--- config.mk ---
export PLATFORM = sky130hd
export DESIGN_NAME = magic_length_frame_detector_top
export DESIGN_NICKNAME = d
export VERILOG_FILES = /design/src/rtl/core/mlfd_pkg.sv /design/src/rtl/core/mlfd_front.sv /design/src/rtl/core/mlfd_queue.sv /design/src/rtl/core/mlfd_back.sv /design/src/rtl/core/magic_length_frame_detector_top.sv
export SDC_FILE = /design/constraint.sdc
export NUM_CORES = 1
export LEC_CHECK = 0
export ABC_CLOCK_PERIOD_IN_PS = 20400
export BUFFER_PORTS_ARGS = -buffer_cell sky130_fd_sc_hd__buf_4
export CAP_MARGIN = 20
export CORE_UTILIZATION = 30
export DETAILED_ROUTE_END_ITERATION = 16
export GPL_TIMING_DRIVEN = 0
export PLACE_DENSITY = 0.55
export RECOVER_POWER = 50
export SYNTH_ARGS = -nofsm -noshare
export SYNTH_HDL_FRONTEND = slang
export SYNTH_SLANG_ARGS = --single-unit
export TNS_END_PERCENT = 20
--- constraint.sdc ---
create_clock -name clk -period 20.4 [get_ports clk]
set_clock_uncertainty 0.05 [all_clocks]
set_input_delay 2.04 -clock clk [delete_from_list [all_inputs] [get_ports clk]]
set_output_delay 2.04 -clock clk [all_outputs]
set_load 0.01 [all_outputs]
--- src/rtl/core/mlfd_pkg.sv ---
// ----------------------------------------------------------------------------
// Magic length frame detector package
// Shared constants, command codes and types of the frame detector.
// ----------------------------------------------------------------------------
package mlfd_pkg;

	// header layout
	localparam int MAGIC_BYTES  = 8;
	localparam int HEADER_BYTES = 14;
	localparam int LEN_CHARS    = 4;
	localparam int LEN_POS      = MAGIC_BYTES + 1;
	localparam int LEN_END      = (LEN_POS + LEN_CHARS > HEADER_BYTES) ?
		HEADER_BYTES : LEN_POS + LEN_CHARS;

	// widths
	localparam int LEN_W  = 14;
	localparam int FILL_W = $clog2(HEADER_BYTES + 1);

	// command queue
	localparam int QUEUE_DEPTH = 4;
	localparam int QPTR_W      = $clog2(QUEUE_DEPTH);
	localparam int QCNT_W      = $clog2(QUEUE_DEPTH + 1);

	// configuration
	localparam logic [LEN_W-1:0] MAX_LEN_RESET = 14'd288;
	localparam logic             REG_MAX_LEN   = 1'b0;

	// magic text, first character at index 0
	localparam logic [0:7][7:0] MAGIC_TEXT = {
		8'h58, 8'h6F, 8'h50, 8'h55, 8'h32, 8'h34, 8'h54, 8'h6B
	};

	// characters of the length field
	localparam logic [7:0] CH_SPACE = 8'h20;
	localparam logic [7:0] CH_TAB   = 8'h09;
	localparam logic [7:0] CH_CR    = 8'h0D;
	localparam logic [7:0] CH_PLUS  = 8'h2B;
	localparam logic [7:0] CH_MINUS = 8'h2D;
	localparam logic [7:0] CH_ZERO  = 8'h30;
	localparam logic [7:0] CH_NINE  = 8'h39;

	// func codes at the input port
	localparam logic [1:0] FUNC_BYTE   = 2'd0;
	localparam logic [1:0] FUNC_ARM    = 2'd1;
	localparam logic [1:0] FUNC_DISARM = 2'd2;

	// queued operations
	typedef logic [1:0] op_t;
	localparam op_t OP_BYTE   = 2'd0;
	localparam op_t OP_ARM    = 2'd1;
	localparam op_t OP_DISARM = 2'd2;

	typedef struct packed {
		op_t        op;
		logic [7:0] data;
	} cmd_t;

	// head of the command queue
	typedef struct packed {
		logic valid;
		cmd_t cmd;
	} qhead_t;

endpackage

--- src/rtl/core/mlfd_front.sv ---
// ----------------------------------------------------------------------------
// Frame detector front end
// Accepts input words, decodes func into queue commands, drops unused codes.
// ----------------------------------------------------------------------------
module mlfd_front import mlfd_pkg::*; (
	input  logic       clk,
	input  logic       arst_n,
	input  logic       in_valid,
	output logic       in_stall,
	input  logic [1:0] func,
	input  logic [7:0] rx_byte,
	input  logic       q_full,
	output logic       push,
	output cmd_t       push_cmd
);

	logic valid_s1;
	cmd_t cmd_s1;
	logic accept;
	logic is_cmd;
	op_t  op_dec;

	// decode func; unused code carries no command
	always_comb begin
		is_cmd = 1'b1;
		op_dec = OP_BYTE;
		case (func)
			FUNC_BYTE:   op_dec = OP_BYTE;
			FUNC_ARM:    op_dec = OP_ARM;
			FUNC_DISARM: op_dec = OP_DISARM;
			default:     is_cmd = 1'b0;
		endcase
	end

	assign in_stall = valid_s1 & q_full;
	assign accept   = in_valid & ~in_stall;
	assign push     = valid_s1 & ~q_full;
	assign push_cmd = cmd_s1;

	// decode stage valid
	always_ff @(posedge clk or negedge arst_n) begin
		if (!arst_n) begin
			valid_s1 <= 1'b0;
		end else if (accept) begin
			valid_s1 <= is_cmd;
		end else if (push) begin
			valid_s1 <= 1'b0;
		end
	end

	// decode stage payload
	always_ff @(posedge clk) begin
		if (accept) begin
			cmd_s1.op   <= op_dec;
			cmd_s1.data <= rx_byte;
		end
	end

endmodule

--- src/rtl/core/mlfd_queue.sv ---
// ----------------------------------------------------------------------------
// Frame detector command queue
// Small FIFO that decouples the front end from the detector back end.
// ----------------------------------------------------------------------------
module mlfd_queue import mlfd_pkg::*; (
	input  logic   clk,
	input  logic   arst_n,
	input  logic   push,
	input  cmd_t   push_cmd,
	output logic   q_full,
	input  logic   pop,
	output qhead_t head
);

	cmd_t              slot_q [QUEUE_DEPTH];
	logic [QPTR_W-1:0] wr_ptr_q;
	logic [QPTR_W-1:0] rd_ptr_q;
	logic [QCNT_W-1:0] count_q;
	logic              do_push;
	logic              do_pop;

	assign q_full     = (count_q == QCNT_W'(QUEUE_DEPTH));
	assign head.valid = (count_q != '0);
	assign head.cmd   = slot_q[rd_ptr_q];
	assign do_push    = push & ~q_full;
	assign do_pop     = pop & head.valid;

	// pointers and occupancy
	always_ff @(posedge clk or negedge arst_n) begin
		if (!arst_n) begin
			wr_ptr_q <= '0;
			rd_ptr_q <= '0;
			count_q  <= '0;
		end else begin
			if (do_push) wr_ptr_q <= wr_ptr_q + 1'b1;
			if (do_pop)  rd_ptr_q <= rd_ptr_q + 1'b1;
			if (do_push && !do_pop) begin
				count_q <= count_q + 1'b1;
			end else if (!do_push && do_pop) begin
				count_q <= count_q - 1'b1;
			end
		end
	end

	// storage
	always_ff @(posedge clk) begin
		if (do_push) slot_q[wr_ptr_q] <= push_cmd;
	end

endmodule

--- src/rtl/core/mlfd_back.sv ---
// ----------------------------------------------------------------------------
// Frame detector back end
// Header window, magic match, length parse, payload count and result register.
// ----------------------------------------------------------------------------
module mlfd_back import mlfd_pkg::*; (
	input  logic             clk,
	input  logic             arst_n,
	input  qhead_t           head,
	output logic             pop,
	input  logic [LEN_W-1:0] max_len,
	output logic             out_valid,
	input  logic             out_stall,
	output logic [LEN_W-1:0] payload_len,
	output logic [LEN_W-1:0] frame_len
);

	// length parser phases
	localparam logic [1:0] PH_SKIP = 2'd0;
	localparam logic [1:0] PH_DIG  = 2'd1;
	localparam logic [1:0] PH_END  = 2'd2;

	function automatic logic is_space(input logic [7:0] c);
		return (c == CH_SPACE) || (c >= CH_TAB && c <= CH_CR);
	endfunction

	function automatic logic is_digit(input logic [7:0] c);
		return (c >= CH_ZERO) && (c <= CH_NINE);
	endfunction

	// strtol-like parse of the length characters; returns {neg, value}
	function automatic logic [LEN_W:0] parse_len(input logic [HEADER_BYTES-1:0][7:0] w);
		logic [LEN_W-1:0] val;
		logic             neg;
		logic [1:0]       phase;
		logic [7:0]       c;
		val   = '0;
		neg   = 1'b0;
		phase = PH_SKIP;
		for (int i = LEN_POS; i < LEN_END; i++) begin
			c = w[i];
			case (phase)
				PH_SKIP: begin
					if (is_space(c)) begin
						phase = PH_SKIP;
					end else if (c == CH_PLUS || c == CH_MINUS) begin
						neg   = (c == CH_MINUS);
						phase = PH_DIG;
					end else if (is_digit(c)) begin
						val   = {{(LEN_W-4){1'b0}}, c[3:0]};
						phase = PH_DIG;
					end else begin
						phase = PH_END;
					end
				end
				PH_DIG: begin
					if (is_digit(c)) begin
						val = (val << 3) + (val << 1) + {{(LEN_W-4){1'b0}}, c[3:0]};
					end else begin
						phase = PH_END;
					end
				end
				default: phase = PH_END;
			endcase
		end
		return {neg, val};
	endfunction

	logic [HEADER_BYTES-1:0][7:0] win_q;
	logic [FILL_W-1:0]            fill_q;
	logic                         armed_q;
	logic                         locked_q;
	logic [LEN_W-1:0]             decl_q;
	logic [LEN_W-1:0]             seen_q;
	logic                         done_q;
	logic                         out_valid_q;
	logic [LEN_W-1:0]             payload_len_q;
	logic [LEN_W-1:0]             frame_len_q;

	logic [HEADER_BYTES-1:0][7:0] w_next;
	logic                         take_byte;
	logic                         win_full;
	logic                         magic_ok;
	logic [LEN_W:0]               parsed;
	logic                         len_bad;
	logic [LEN_W-1:0]             seen_inc;
	logic                         frame_end;
	logic                         emit;

	// one command per cycle while the result register can take a result
	assign pop       = head.valid & (~out_valid_q | ~out_stall);
	assign take_byte = pop & (head.cmd.op == OP_BYTE) & armed_q & ~done_q;

	// window with the incoming byte placed at the fill position
	always_comb begin
		w_next = win_q;
		for (int i = 0; i < HEADER_BYTES; i++) begin
			if (fill_q == FILL_W'(i)) w_next[i] = head.cmd.data;
		end
	end

	// header checks on the completed window
	always_comb begin
		magic_ok = 1'b1;
		for (int i = 0; i < MAGIC_BYTES; i++) begin
			if (w_next[i] != MAGIC_TEXT[i]) magic_ok = 1'b0;
		end
	end

	assign win_full  = (fill_q == FILL_W'(HEADER_BYTES - 1));
	assign parsed    = parse_len(w_next);
	assign len_bad   = parsed[LEN_W] | (parsed[LEN_W-1:0] == '0) |
		(parsed[LEN_W-1:0] > max_len);
	assign seen_inc  = seen_q + 1'b1;
	assign frame_end = (seen_inc >= decl_q);
	assign emit      = take_byte & locked_q & frame_end;

	// detector control state
	always_ff @(posedge clk or negedge arst_n) begin
		if (!arst_n) begin
			fill_q   <= '0;
			armed_q  <= 1'b0;
			locked_q <= 1'b0;
			decl_q   <= '0;
			seen_q   <= '0;
			done_q   <= 1'b0;
		end else if (pop) begin
			case (head.cmd.op)
				OP_ARM: begin
					fill_q   <= '0;
					armed_q  <= 1'b1;
					locked_q <= 1'b0;
					decl_q   <= '0;
					seen_q   <= '0;
					done_q   <= 1'b0;
				end
				OP_DISARM: armed_q <= 1'b0;
				OP_BYTE: begin
					if (take_byte) begin
						if (locked_q) begin
							seen_q <= seen_inc;
							if (frame_end) done_q <= 1'b1;
						end else if (!win_full) begin
							fill_q <= fill_q + 1'b1;
						end else if (!magic_ok) begin
							fill_q <= FILL_W'(HEADER_BYTES - 1);
						end else if (len_bad) begin
							fill_q <= FILL_W'(HEADER_BYTES - MAGIC_BYTES);
						end else begin
							fill_q   <= FILL_W'(HEADER_BYTES);
							locked_q <= 1'b1;
							decl_q   <= parsed[LEN_W-1:0];
							seen_q   <= '0;
						end
					end
				end
				default: ;
			endcase
		end
	end

	// header window: append, or drop one byte or the magic from the front
	always_ff @(posedge clk) begin
		if (take_byte && !locked_q) begin
			if (!win_full || (magic_ok && !len_bad)) begin
				win_q <= w_next;
			end else if (!magic_ok) begin
				win_q <= w_next >> 8;
			end else begin
				win_q <= w_next >> (8 * MAGIC_BYTES);
			end
		end
	end

	// result register valid
	always_ff @(posedge clk or negedge arst_n) begin
		if (!arst_n) begin
			out_valid_q <= 1'b0;
		end else if (emit) begin
			out_valid_q <= 1'b1;
		end else if (!out_stall) begin
			out_valid_q <= 1'b0;
		end
	end

	// result register payload
	always_ff @(posedge clk) begin
		if (emit) begin
			payload_len_q <= decl_q;
			frame_len_q   <= decl_q + LEN_W'(HEADER_BYTES);
		end
	end

	assign out_valid   = out_valid_q;
	assign payload_len = payload_len_q;
	assign frame_len   = frame_len_q;

endmodule

--- src/rtl/core/magic_length_frame_detector_top.sv ---
// ----------------------------------------------------------------------------
// Magic length frame detector
// Finds a magic-led header in a byte stream and reports the frame length.
// ----------------------------------------------------------------------------
// The block takes one word per cycle while in_stall is low: func 0 carries a
// received byte, func 1 arms the detector and clears the header window, func 2
// disarms it, func 3 is ignored. Words pass a decode stage and a four-word
// command queue; the detector drains one queue word per cycle, so the
// sustained rate is one word per clock, held back only while a finished
// result waits in the output register. A received byte passes the decode
// stage register and the queue before it reaches the detector; the result it
// completes is registered and appears in the cycle after. One result
// (payload_len, frame_len) is given per armed frame. Register 0 at byte address
// 0 holds max_payload_len (reset 288); write it while the block is idle.
module magic_length_frame_detector_top import mlfd_pkg::*; (
	input  logic             clk,
	input  logic             arst_n,
	// input words
	input  logic             in_valid,
	output logic             in_stall,
	input  logic [1:0]       func,
	input  logic [7:0]       rx_byte,
	// results
	output logic             out_valid,
	input  logic             out_stall,
	output logic [LEN_W-1:0] payload_len,
	output logic [LEN_W-1:0] frame_len,
	// register port
	input  logic             psel,
	input  logic             penable,
	input  logic             pwrite,
	input  logic [2:0]       paddr,
	input  logic [31:0]      pwdata,
	output logic [31:0]      prdata,
	output logic             pready
);

	logic             q_full;
	logic             push;
	cmd_t             push_cmd;
	logic             pop;
	qhead_t           head;
	logic [LEN_W-1:0] max_len_q;

	// register write and readback
	assign pready = 1'b1;

	always_ff @(posedge clk or negedge arst_n) begin
		if (!arst_n) begin
			max_len_q <= MAX_LEN_RESET;
		end else if (psel && penable && pwrite && pready && paddr[2] == REG_MAX_LEN) begin
			max_len_q <= pwdata[LEN_W-1:0];
		end
	end

	assign prdata = (paddr[2] == REG_MAX_LEN) ? {{(32-LEN_W){1'b0}}, max_len_q} : '0;

	mlfd_front u_front (
		.clk      (clk),
		.arst_n   (arst_n),
		.in_valid (in_valid),
		.in_stall (in_stall),
		.func     (func),
		.rx_byte  (rx_byte),
		.q_full   (q_full),
		.push     (push),
		.push_cmd (push_cmd)
	);

	mlfd_queue u_queue (
		.clk      (clk),
		.arst_n   (arst_n),
		.push     (push),
		.push_cmd (push_cmd),
		.q_full   (q_full),
		.pop      (pop),
		.head     (head)
	);

	mlfd_back u_back (
		.clk         (clk),
		.arst_n      (arst_n),
		.head        (head),
		.pop         (pop),
		.max_len     (max_len_q),
		.out_valid   (out_valid),
		.out_stall   (out_stall),
		.payload_len (payload_len),
		.frame_len   (frame_len)
	);

endmodule

==> impl_metrics.env, run 1 <==
export IMPL_cts_max_level=1
export IMPL_timing_critical_path_mode_cell="sky130_fd_sc_hd__ha_1"
export IMPL_cp_buffers_inverters=7
export IMPL_finalWirelength_um=56200
export IMPL_floorplan_core_area_um2=52600
export IMPL_min_delay_path_class="reg2reg"
export IMPL_rsz0062_at_grt="false"
export IMPL_vias_per_cell=5.64
export IMPL_clk_path_buf_depth=3
export IMPL_layout_filler_cells=5392
export IMPL_cts_hold_buffers_added=0
export IMPL_wire_per_inst_um=23.1
export IMPL_cts_tree="yes"
export IMPL_min_period_over_period_pct=58.3
export IMPL_via_count_of_the_first_global_routing_pass=13200
export IMPL_synthesis_area_per_instance_um2=10.1
export IMPL_cts_reportedPaths_clkPinSlew_ns=0.07
export IMPL_syn_cell_area_um2=16000
export IMPL_crit_arrival_ns=12.20
export IMPL_maximum_number_of_pins_on_one_net_before_global_route_repair=68
export IMPL_dp_hpwl_um=42300
export IMPL_gr_total_overflow=0
export IMPL_asyncSetResetFlopFracSynth_pct=24.3
export IMPL_ys_seq_elements=239
export IMPL_outcome="finished with violations"
export IMPL_placed_cells=2375
export IMPL_die_width_um=233
export IMPL_relSlewSlack_pct=-131
export IMPL_antenna_violations_before_repair=1
export IMPL_violations_in_the_final_reports="capacitance limit, slew limit"
export IMPL_rr_worst_depth=38
export IMPL_worstPathRequired_ns=20.71
export IMPL_die_area_um2=54200
export IMPL_layout_drive_gt1_share_pct=11.8
export IMPL_drt_pass1_iter_count=6
export IMPL_multi_input_area_um2=8300
export IMPL_cap_violations=2
export IMPL_finalMaxSlewViolations=98
export IMPL_grtUsageTotal_pct=20.7
export IMPL_p_per_area_nw_per_um2=120
export IMPL_total_power_mw=2.21
export IMPL_fin_tns_setup_ns=0
export IMPL_cp_depth=38
export IMPL_cp_slowest_cell="sky130_fd_sc_hd__mux2i_1"
export IMPL_critPathTopFamily="compound AO/OA/AOI/OAI gates"
export IMPL_path_class="reg2reg"
export IMPL_insertion_delay_ns=0.57
export IMPL_timing_critical_path_to_type="register"
export IMPL_max_stage_delay_ns=0.99
export IMPL_drtAntennaViolNets=0
export IMPL_io_buffer_count=75
export IMPL_number_of_instances_resized_during_post_cts_repair=0
export IMPL_irDropWorstVdd_mv=0.0702
export IMPL_placementRows=84
export IMPL_power_static_leakage_nw=7.07
export IMPL_areaGrowthSynthToFinish_pct=14.8
export IMPL_clock_sinks=239
export IMPL_sequential_cell_area_um2=6890
export IMPL_critPathLaunchType="register"
export IMPL_transition_time_at_the_pin_with_the_least_slew_margin_ns=3.47
export IMPL_drt_initial_drc_count=1533
export IMPL_finalWeightedCongestion=0.974
export IMPL_initial_utilization_pct=30.4
export IMPL_worst_hold_check_slack_ns=0.447
export IMPL_first_pass_grt_wire_length_um=85000
export IMPL_fin_nets=1863
export IMPL_synth_yosys_warnings=0
export IMPL_synth_lib_cells_used_distinct=92
export IMPL_maxClockFrequency_ghz=0.0841
export IMPL_post_synth_inst_count=1590
export IMPL_fp_dieH_um=233
export IMPL_post_route_drc_count=0
export IMPL_setup_slack_of_the_worst_register_to_register_path_ns=8.51
export IMPL_cell_count_of_the_worst_hold_path=0
export IMPL_synth_yosys_seq_area_share_pct=43.1
export IMPL_cts_root_buf="sky130_fd_sc_hd__clkbuf_16"
export IMPL_io_pins=115
export IMPL_timing_hold_violations_final=0
export IMPL_synthFlopType="sky130_fd_sc_hd__edfxtp_1"
export IMPL_antenna_cells=0
export IMPL_cts_inserted_buffers=28
export IMPL_routed_via_count=13700
export IMPL_stdcell_count=2428
export IMPL_synth_enable_flop_cells=181
export IMPL_postCtsSetupBuffers=0
export IMPL_final_period_minus_worst_setup_slack_ns=11.89
export IMPL_setup_violations_final=0
export IMPL_timing_critical_path_fanout_max=10
## registers in the layout, indices dropped and copies added (netlist names), 2 cells and up
name and count:
u_back.win_q 104, u_queue.rd_ptr_q 2, u_front.push_cmd 10, u_back.frame_len 14
u_back.fill_q 4, u_back.seen_q 14, u_queue.slot_q 40, u_back.payload_len 13
u_queue.count_q 3, u_queue.wr_ptr_q 2, u_back.decl_q 14, max_len_q 14
## final cells by class
class,count,share of cell area (%)
Timing Repair Buffer,80,2.82
Clock inverter,20,0.955
Tap cell,688,4.69
Inverter,82,1.68
Clock buffer,32,4.02
Buffer,107,3.06
Sequential cell,239,37.6
Multi-Input combinational cell,1180,45.2
## synthesized netlist by cell type, types with 6 or more instances
library cell,number,area (um^2)
sky130_fd_sc_hd__edfxtp_1,181,5440
sky130_fd_sc_hd__nand2_1,139,522
sky130_fd_sc_hd__nor2_1,127,477
sky130_fd_sc_hd__o21ai_0,97,485
sky130_fd_sc_hd__ha_1,86,1080
sky130_fd_sc_hd__inv_1,81,304
sky130_fd_sc_hd__a21oi_1,79,395
sky130_fd_sc_hd__o22ai_1,66,413
sky130_fd_sc_hd__clkbuf_1,61,229
sky130_fd_sc_hd__mux2i_1,57,571
sky130_fd_sc_hd__dfrtp_1,56,1400
sky130_fd_sc_hd__xnor2_1,36,315
sky130_fd_sc_hd__nand3_1,31,155
sky130_fd_sc_hd__a21o_1,26,195
sky130_fd_sc_hd__nand4_1,25,156
sky130_fd_sc_hd__mux2_2,24,270
sky130_fd_sc_hd__a22o_1,22,193
sky130_fd_sc_hd__buf_4,22,165
sky130_fd_sc_hd__nor3_1,22,110
sky130_fd_sc_hd__nor4_1,21,131
sky130_fd_sc_hd__a32oi_1,19,166
sky130_fd_sc_hd__xor2_1,19,166
sky130_fd_sc_hd__nor2b_1,16,100
sky130_fd_sc_hd__and2_1,15,93.8
sky130_fd_sc_hd__o221ai_1,15,131
sky130_fd_sc_hd__o211ai_1,14,105
sky130_fd_sc_hd__buf_2,13,65.1
sky130_fd_sc_hd__a31oi_1,11,68.8
sky130_fd_sc_hd__mux4_2,11,248
sky130_fd_sc_hd__a21boi_0,10,75.1
sky130_fd_sc_hd__nand4b_1,10,87.6
sky130_fd_sc_hd__a211oi_1,9,67.6
sky130_fd_sc_hd__or3_1,9,56.3
sky130_fd_sc_hd__a211o_1,8,70.1
sky130_fd_sc_hd__buf_6,8,90.1
sky130_fd_sc_hd__or2_2,8,50.1
sky130_fd_sc_hd__and3_1,7,43.8
sky130_fd_sc_hd__fa_1,7,140
sky130_fd_sc_hd__o21a_1,7,52.6
sky130_fd_sc_hd__or4_1,7,52.6
sky130_fd_sc_hd__o41ai_1,6,52.6
## logic make-up (layout without fill, tap and decap cells)
family / Yosys count / count (layout) / share of synthesized area (%)
simple gates: 464 / 464 / 14.3
compound gates: 453 / 453 / 19.4
flops: 239 / 239 / 43.1
buf+inv: 189 / 321 / 5.43
mux: 94 / 94 / 6.99
fa+ha+maj: 93 / 93 / 7.61
xor+xnor: 56 / 56 / 3.16
other cells: 2 / 20 / 0.0470
## path summary, 6_finish.rpt
check,startpoint,end
max,u_back.fill_q[0],u_back.win_q[81]
min,u_front.push_cmd[4],u_queue.slot_q[3][4]
max reg2reg,u_back.fill_q[0],u_back.win_q[81]
min reg2reg,u_front.push_cmd[4],u_queue.slot_q[3][4]
max in group asynchronous,arst_n,max_len_q[4]
min in group asynchronous,arst_n,u_queue.wr_ptr_q[1]
## placed cells by master, fill, tap and decap left out, types with 56 or more instances in the layout
| cell type | synthesis | final |
|---|---|---|
| sky130_fd_sc_hd__inv_1 | 81 | 80 |
| sky130_fd_sc_hd__ha_1 | 86 | 86 |
| sky130_fd_sc_hd__nand2_1 | 139 | 139 |
| sky130_fd_sc_hd__nor2_1 | 127 | 127 |
| sky130_fd_sc_hd__o21ai_0 | 97 | 97 |
| sky130_fd_sc_hd__o22ai_1 | 66 | 66 |
| sky130_fd_sc_hd__dfrtp_1 | 56 | 56 |
| sky130_fd_sc_hd__clkbuf_1 | 61 | 98 |
| sky130_fd_sc_hd__a21oi_1 | 79 | 78 |
| sky130_fd_sc_hd__mux2i_1 | 57 | 56 |
| sky130_fd_sc_hd__edfxtp_1 | 181 | 181 |
## per-stage QoR
step | setup slack [ns] | area (um^2) | utilization, %
floorplan | 11.24 | 16000 | -
global placement | 8.87 | 17500 | 33.2
detailed placement | 8.95 | 17500 | 33.4
CTS | 8.88 | 18400 | 35.1
global route | 8.11 | 18300 | 34.9
finish | 8.51 | 18300 | 34.9
## worst register-to-register path, delay by kind of cell, from the launching register on
family | cells | cell delay [ns]
multiplexers | 1 | 0.99
AO/OA/AOI/OAI | 17 | 4.18
flip-flops | 1 | 0.44
XOR/XNOR | 2 | 0.36
adder cells (fa/ha/maj) | 8 | 3.00
AND/OR/NAND/NOR | 3 | 0.53
buffers and inverters | 7 | 2.10
## per-layer routing
metal / global-route usage, % / share of wire (%)
met2: 32.6 / 45
met4: 7.31 / 3.6
met5: 0 / 0.023
met3: 3.31 / 7.6
met1: 28.7 / 43
## power breakdown
part / internal, mW / switching [mW]
clock: 0.286 / 0.222
sequential: 0.688 / 0.0730
combinational: 0.304 / 0.636
(Power assumes the default switching activity.)
==> run 2: changes to the inputs <==
--- a/config.mk
+++ b/config.mk
@@ -5,13 +5,14 @@
 export SDC_FILE = /design/constraint.sdc
 export NUM_CORES = 1
 export LEC_CHECK = 0
-export ABC_CLOCK_PERIOD_IN_PS = 20400
+export ABC_AREA = 1
+export ABC_CLOCK_PERIOD_IN_PS = 10880
 export BUFFER_PORTS_ARGS = -buffer_cell sky130_fd_sc_hd__buf_4
 export CAP_MARGIN = 20
 export CORE_UTILIZATION = 30
 export DETAILED_ROUTE_END_ITERATION = 16
 export GPL_TIMING_DRIVEN = 0
-export PLACE_DENSITY = 0.55
+export PLACE_DENSITY = 0.57
 export RECOVER_POWER = 50
 export SYNTH_ARGS = -nofsm -noshare
 export SYNTH_HDL_FRONTEND = slang
==> constraint.sdc (replaced) <==
create_clock -name clk -period 10.88 [get_ports clk]
set_clock_uncertainty 0.05 [all_clocks]
set_input_delay 1.088 -clock clk [delete_from_list [all_inputs] [get_ports clk]]
set_output_delay 1.088 -clock clk [all_outputs]
set_load 0.01 [all_outputs]
==> run 2 against run 1 <==
- the run still ends with capacitance limit, slew limit left
- count of clock-buffer cells in the layout grew 6
- first-iteration DRC count shrank 14%
- global-route usage shrank 3.4 points
- sequential power grew 76%
- design area grew 1.8%
- clock power grew 94%
- critical path depth grew 12
- non-clock buffer count shrank 18
- via count grew 5.3%
- maximum frequency grew 19%
- utilization shrank 0.20 points
==> impl_metrics.env, run 2 <==
export IMPL_outcome="finished with violations"
export IMPL_violations_in_the_final_reports="capacitance limit, slew limit"
export IMPL_floorplan_core_area_um2=53800
export IMPL_antenna_cells=0
export IMPL_synth_largest_area_cell="sky130_fd_sc_hd__edfxtp_1"
export IMPL_timing_critical_path_to_type="register"
export IMPL_ys_top_cells_by_count="577 x sky130_fd_sc_hd__nand2_1, 235 x sky130_fd_sc_hd__inv_1, 189 x sky130_fd_sc_hd__edfxtp_1"
export IMPL_finalWirelength_um=48400
export IMPL_p_clk_share_pct=26.0
export IMPL_worstPathRequired_ns=11.12
export IMPL_areaGrowthSynthToFinish_pct=14.5
export IMPL_die_width_um=235
export IMPL_insertion_delay_ns=0.57
export IMPL_synthesis_area_per_instance_um2=7.88
export IMPL_synth_yosys_warnings=0
export IMPL_cts_reportedPaths_clkPinSlew_ns=0.06
export IMPL_cts_inserted_buffers=29
export IMPL_layout_drive_gt1_share_pct=8.55
export IMPL_synthFlopType="sky130_fd_sc_hd__edfxtp_1"
export IMPL_routed_via_count=14400
export IMPL_ys_seq_elements=247
export IMPL_seq_power_share_pct=35.4
export IMPL_grtUsageTotal_pct=17.3
export IMPL_vias_per_cell=4.95
export IMPL_dp_hpwl_um=36700
export IMPL_power_frac_comb_pct=38.6
export IMPL_timing_critical_path_fanout_max=10
export IMPL_initial_utilization_pct=30.3
export IMPL_synth_enable_flop_cells=189
export IMPL_critPathLaunchType="register"
export IMPL_syn_cell_area_um2=16300
export IMPL_mostFrequentLayoutCell="sky130_fd_sc_hd__nand2_1"
export IMPL_min_period_over_period_pct=91.9
export IMPL_die_area_um2=55300
export IMPL_critPathTopFamily="simple AND/OR/NAND/NOR gates"
export IMPL_drt_pass1_iter_count=5
export IMPL_largestRegisters="u_back.win_q x112, u_queue.slot_q x40"
export IMPL_ys_top_cells_by_area="sky130_fd_sc_hd__edfxtp_1 35%, sky130_fd_sc_hd__nand2_1 13%, sky130_fd_sc_hd__dfrtp_1 8.6%"
export IMPL_setup_violations_final=0
export IMPL_p_per_area_nw_per_um2=202
export IMPL_relSlewSlack_pct=-121
export IMPL_gr_total_overflow=0
export IMPL_largest_register="u_back.win_q"
export IMPL_transition_time_at_the_pin_with_the_least_slew_margin_ns=3.31
export IMPL_final_cell_mix="577 x sky130_fd_sc_hd__nand2_1, 235 x sky130_fd_sc_hd__inv_1, 189 x sky130_fd_sc_hd__edfxtp_1, 179 x sky130_fd_sc_hd__nor2_1, 147 x sky130_fd_sc_hd__o21ai_0"
export IMPL_timing_hold_violations_final=0
export IMPL_netSwitchingPower_mw=1.54
export IMPL_finalWeightedCongestion=0.902
export IMPL_post_route_drc_count=0
export IMPL_compound_cell_area_share_of_the_yosys_netlist_pct=12.2
export IMPL_cts_tree="yes"
export IMPL_cts_max_level=1
export IMPL_io_pins=115
export IMPL_synth_lib_cells_used_distinct=55
export IMPL_via_count_of_the_first_global_routing_pass=13900
export IMPL_drt_initial_drc_count=1321
export IMPL_worst_hold_check_slack_ns=0.426
export IMPL_cp_slowest_cell="sky130_fd_sc_hd__o21ai_0"
export IMPL_synthesized_area_fraction_occupied_by_and_or_nand_nor_cells_pct=25.6
export IMPL_synth_top_family_by_area="simple AND/OR/NAND/NOR gates"
export IMPL_min_delay_path_class="reg2reg"
export IMPL_clock_sinks=247
export IMPL_fin_nets=2345
export IMPL_synth_adder_area_share_pct=7.45
export IMPL_antenna_violations_before_repair=0
export IMPL_cts_root_buf="sky130_fd_sc_hd__clkbuf_16"
export IMPL_clk_path_buf_depth=3
export IMPL_asyncSetResetFlopFracSynth_pct=23.5
export IMPL_yosysTopAreaCellShare_pct=34.8
export IMPL_post_synth_top_count_cell="sky130_fd_sc_hd__nand2_1"
export IMPL_synth_xor_xnor_area_share_pct=2.04
export IMPL_layout_filler_cells=5734
export IMPL_maximum_number_of_pins_on_one_net_before_global_route_repair=59
export IMPL_irDropWorstVdd_mv=0.149
export IMPL_cts_hold_buffers_added=0
export IMPL_post_synth_inst_count=2071
export IMPL_final_period_minus_worst_setup_slack_ns=10.00
export IMPL_wire_per_inst_um=16.6
export IMPL_drtAntennaViolNets=0
export IMPL_crit_arrival_ns=10.24
export IMPL_largest_reg_flops=112
export IMPL_fin_tns_setup_ns=0
export IMPL_placementRows=85
export IMPL_rsz0062_at_grt="false"
export IMPL_placed_cells=2864
export IMPL_io_buffer_count=75
export IMPL_stdcell_count=2917
export IMPL_power_static_leakage_nw=8.41
export IMPL_cap_violations=2
export IMPL_cp_buffers_inverters=6
export IMPL_internal_power_mw=2.23
export IMPL_swShare_pct=40.9
export IMPL_fp_dieH_um=235
export IMPL_timing_critical_path_mode_cell="sky130_fd_sc_hd__nand2_1"
export IMPL_multiplexer_fraction_of_the_synthesized_cell_area_pct=0.0690
export IMPL_maxClockFrequency_ghz=0.100
export IMPL_first_pass_grt_wire_length_um=76700
export IMPL_max_stage_delay_ns=0.51
export IMPL_path_class="reg2reg"
export IMPL_synth_yosys_seq_area_share_pct=43.7
export IMPL_finalMaxSlewViolations=88
==> run 2: cell count changes in the layout (fill, tap and decap cells not counted), moves of 52 or more <==
cell | previous run | this run
sky130_fd_sc_hd__o21ai_1 | 3 | 92
sky130_fd_sc_hd__o22ai_1 | 66 | 2
sky130_fd_sc_hd__nand2_1 | 139 | 577
sky130_fd_sc_hd__nand3_1 | 31 | 108
sky130_fd_sc_hd__inv_1 | 80 | 235
sky130_fd_sc_hd__mux2i_1 | 56 | 0
sky130_fd_sc_hd__nor2_1 | 127 | 179
==> run 2: worst reg2reg max path: cells and delay by family, from the launching register on <==
kind | cells | cell delay (ns)
simple gates | 24 | 3.21
flops | 1 | 0.35
xor+xnor | 3 | 0.59
fa+ha+maj | 7 | 2.24
buf+inv | 6 | 1.11
compound gates | 10 | 2.21
==> run 2: layer usage <==
metal	vias to the layer above	track usage (%)	wire, um
li1	7130	-	-
met1	6730	23.4	21400
met2	494	28.6	22100
met3	82	2.98	3590
met4	0	4.71	1310
met5	-	0	0
==> run 2: worst paths after layout <==
path	from	end	slack, ns	cells past startpoint
max	u_queue.rd_ptr_q[1]	u_back.win_q[15]	0.88	50
min	u_back.seen_q[11]	u_back.seen_q[11]	0.43	2
max reg2reg	u_queue.rd_ptr_q[1]	u_back.win_q[15]	0.88	50
min reg2reg	u_back.seen_q[11]	u_back.seen_q[11]	0.43	2
max in group asynchronous	arst_n	u_back.decl_q[10]	7.31	1
min in group asynchronous	arst_n	u_queue.count_q[1]	1.57	1
==> run 2: power by group through the flow <==
stage | clock network [mW] | registers [mW] | logic, mW
after floorplan | 0 | 1.36 | 0.924
after global placement | 0 | 1.39 | 1.40
after detailed placement | 0 | 1.35 | 1.45
after CTS | 0.998 | 1.33 | 1.45
after global routing | 1.03 | 1.35 | 1.61
final | 0.983 | 1.34 | 1.46
==> run 2: cell families (layout without fill, tap and decap cells) <==
| kind of cell | Yosys count | after routing |
|---|---|---|
| mux | 1 | 1 |
| buf+inv | 339 | 471 |
| xor+xnor | 38 | 38 |
| flops | 247 | 247 |
| compound gates | 367 | 367 |
| fa+ha+maj | 93 | 93 |
| other cells | 2 | 20 |
| simple gates | 984 | 984 |
==> run 2: final cells by class <==
class	instances	area, um^2	area share (%)
clock inverter	14	154	0.824
timing repair buffer	80	478	2.56
buffer	89	520	2.79
inverter	250	941	5.04
tap	696	871	4.66
sequential	247	7130	38.2
multi-input combinational	1503	7790	41.7
clock buffer	38	790	4.23
==> run 2: metrics by stage <==
stage          power [mW]  instance area [um^2]  utilization [%]  setup slack, ns
6_report             3.78                 18700             34.7            0.877
4_1_cts              3.79                 18800             35.0            0.741
2_1_floorplan        2.28                 16400                -             3.10
3_5_place_dp         2.80                 17900             33.2            0.805
3_3_place_gp         2.79                 17800             33.1            0.211
5_1_grt              3.99                 18700             34.7           0.0512
==> run 2: what timing repair did <==
item                                   in CTS  in global routing
endpoints found under the hold margin       0                  0
resized for setup                           0                  1
setup endpoints to repair                   0                 36
buffers inserted                            0                  0
==> run 3: changes to the inputs <==
--- a/config.mk
+++ b/config.mk
@@ -9,10 +9,12 @@
 export ABC_CLOCK_PERIOD_IN_PS = 10880
 export BUFFER_PORTS_ARGS = -buffer_cell sky130_fd_sc_hd__buf_4
 export CAP_MARGIN = 20
+export CELL_PAD_IN_SITES_DETAIL_PLACEMENT = 1
+export CELL_PAD_IN_SITES_GLOBAL_PLACEMENT = 1
 export CORE_UTILIZATION = 30
 export DETAILED_ROUTE_END_ITERATION = 16
 export GPL_TIMING_DRIVEN = 0
-export PLACE_DENSITY = 0.57
+export PLACE_DENSITY = 0.69
 export RECOVER_POWER = 50
 export SYNTH_ARGS = -nofsm -noshare
 export SYNTH_HDL_FRONTEND = slang
==> run 3 against run 2 <==
- the run still ends with capacitance limit, slew limit left
- via count up 2.5%
- sequential share of layout area down 0.17 points
- utilization up 0.16 points
- count of clock-buffer cells in the layout down 4
- worst hold slack better by 0.019 ns
- combinational power up 3%
==> impl_metrics.env, run 3 (synthesis results as in run 2) <==
export IMPL_antenna_cells=0
export IMPL_routed_via_count=14800
export IMPL_io_buffer_count=75
export IMPL_cp_buffers_inverters=6
export IMPL_gr_usage_met1_pct=25.7
export IMPL_dpl_worst_slack_ns=0.718
export IMPL_clock_sinks=247
export IMPL_timing_hold_violations_final=0
export IMPL_largest_register="u_back.win_q"
export IMPL_post_route_util_pct=34.9
export IMPL_first_pass_grt_wire_length_um=86000
export IMPL_initial_utilization_pct=30.3
export IMPL_drt_initial_drc_count=1080
export IMPL_via_count_of_the_first_global_routing_pass=15400
export IMPL_fraction_of_met3_tracks_used_by_global_routing_pct=2.49
export IMPL_min_delay_path_class="reg2reg"
export IMPL_largest_reg_flops=112
export IMPL_areaGrowthSynthToFinish_pct=15.0
export IMPL_timing_critical_path_to_type="register"
export IMPL_finalWorstSetupSlack_ns=0.830
export IMPL_timing_critical_path_mode_cell="sky130_fd_sc_hd__nand2_1"
export IMPL_stdcell_count=2922
export IMPL_cap_violations=2
export IMPL_largestRegisters="u_back.win_q x112, u_queue.slot_q x40"
export IMPL_transition_time_at_the_pin_with_the_least_slew_margin_ns=3.51
export IMPL_worstPathRequired_ns=11.13
export IMPL_grtUsageTotal_pct=19.6
export IMPL_relSlewSlack_pct=-134
export IMPL_cts_reportedPaths_clkPinSlew_ns=0.06
export IMPL_critPathLaunchType="register"
export IMPL_io_pins=115
export IMPL_mostFrequentLayoutCell="sky130_fd_sc_hd__nand2_1"
export IMPL_drtAntennaViolNets=0
export IMPL_floorplan_core_area_um2=53800
export IMPL_post_route_drc_count=0
export IMPL_dp_hpwl_um=41800
export IMPL_cp_slowest_cell="sky130_fd_sc_hd__o21ai_0"
export IMPL_global_route_usage_met2_pct=34.0
export IMPL_min_period_over_period_pct=92.4
export IMPL_outcome="finished with violations"
export IMPL_die_area_um2=55300
export IMPL_fin_tns_setup_ns=0
export IMPL_drt_pass1_iter_count=5
export IMPL_finalWirelength_um=54300
export IMPL_timing_critical_path_fanout_max=10
export IMPL_cts_tree="yes"
export IMPL_violations_in_the_final_reports="capacitance limit, slew limit"
export IMPL_insertion_delay_ns=0.59
export IMPL_maxClockFrequency_ghz=0.0995
export IMPL_p_per_area_nw_per_um2=207
export IMPL_rsz0062_at_grt="false"
export IMPL_finalMaxSlewViolations=88
export IMPL_fp_dieH_um=235
export IMPL_path_class="reg2reg"
export IMPL_clk_path_buf_depth=3
export IMPL_cts_max_level=1
export IMPL_antenna_violations_before_repair=0
export IMPL_critPathTopFamily="simple AND/OR/NAND/NOR gates"
export IMPL_wire_per_inst_um=18.6
export IMPL_vias_per_cell=5.06
export IMPL_maximum_number_of_pins_on_one_net_before_global_route_repair=59
export IMPL_placed_cells=2863
export IMPL_worst_hold_check_slack_ns=0.445
export IMPL_fin_nets=2347
export IMPL_gr_total_overflow=0
export IMPL_finalWeightedCongestion=0.877
export IMPL_final_cell_mix="577 x sky130_fd_sc_hd__nand2_1, 235 x sky130_fd_sc_hd__inv_1, 189 x sky130_fd_sc_hd__edfxtp_1, 179 x sky130_fd_sc_hd__nor2_1, 147 x sky130_fd_sc_hd__o21ai_0"
export IMPL_final_period_minus_worst_setup_slack_ns=10.05
export IMPL_power_static_leakage_nw=8.44
export IMPL_placementRows=85
export IMPL_cts_root_buf="sky130_fd_sc_hd__clkbuf_16"
export IMPL_max_stage_delay_ns=0.49
export IMPL_setup_violations_final=0
export IMPL_layout_drive_gt1_share_pct=8.76
export IMPL_cts_inserted_buffers=30
export IMPL_irDropWorstVdd_mv=0.161
export IMPL_most_crowded_layer_gr="met2"
export IMPL_cts_hold_buffers_added=0
export IMPL_crit_arrival_ns=10.29
export IMPL_die_width_um=235
[run 3: final timing paths]
check	from	end	slack, ns	depth (start not counted)
worst max-delay path	u_back.fill_q[1]	u_back.win_q[2]	0.83	50
worst min-delay path	u_back.seen_q[11]	u_back.seen_q[11]	0.45	2
worst min register to register	u_back.seen_q[11]	u_back.seen_q[11]	0.45	2
worst max register to register	u_back.fill_q[1]	u_back.win_q[2]	0.83	50
max in group asynchronous	arst_n	u_back.seen_q[3]	7.14	1
min in group asynchronous	arst_n	u_queue.rd_ptr_q[0]	1.65	1
[run 3: final cells by class]
| cell class | instances | area (um^2) |
|---|---|---|
| Timing Repair Buffer | 81 | 473 |
| Tap cell | 696 | 871 |
| Inverter | 250 | 941 |
| Fill cell | 6642 | 35100 |
| Multi-Input combinational cell | 1503 | 7790 |
| Buffer | 89 | 520 |
| Sequential cell | 247 | 7130 |
| Clock buffer | 34 | 796 |
| Clock inverter | 22 | 238 |
[run 3: worst register-to-register path, delay by kind of cell, from the launching register on]
kind | cells | cell delay (ns)
AOI/OAI and AO/OA | 10 | 2.15
adders and majority gates | 8 | 2.50
buffers and inverters | 6 | 1.07
and+or+nand+nor | 23 | 2.97
xor gates and xnor gates | 3 | 0.60
DFF | 1 | 0.40
[run 3: what timing repair did]
item	4_1_cts	5_1_grt
setup buffers	0	0
resized for setup	0	1
endpoints found under the setup margin	0	51
[run 3: through the flow]
step	power [mW]	area, um^2
2_1_floorplan	2.28	16400
3_3_place_gp	2.81	17800
5_1_grt	4.11	18800
4_1_cts	3.92	18900
3_5_place_dp	2.85	17900
6_report	3.89	18800
[run 3: where the power goes]
group | switching (mW) | internal [mW] | total (mW) | leakage, nW
clock | 0.431 | 0.621 | 1.05 | 0.498
sequential | 0.0606 | 1.28 | 1.34 | 2.42
combinational | 1.13 | 0.375 | 1.50 | 5.52
[run 3: layer usage]
layer	part of all wire [%]	wire length [um]	vias to the layer above
met2	48	26100	336
met3	4.8	2590	76
met1	45	24300	7242
met4	2.3	1240	0
met5	0	0	-
li1	-	-	7138
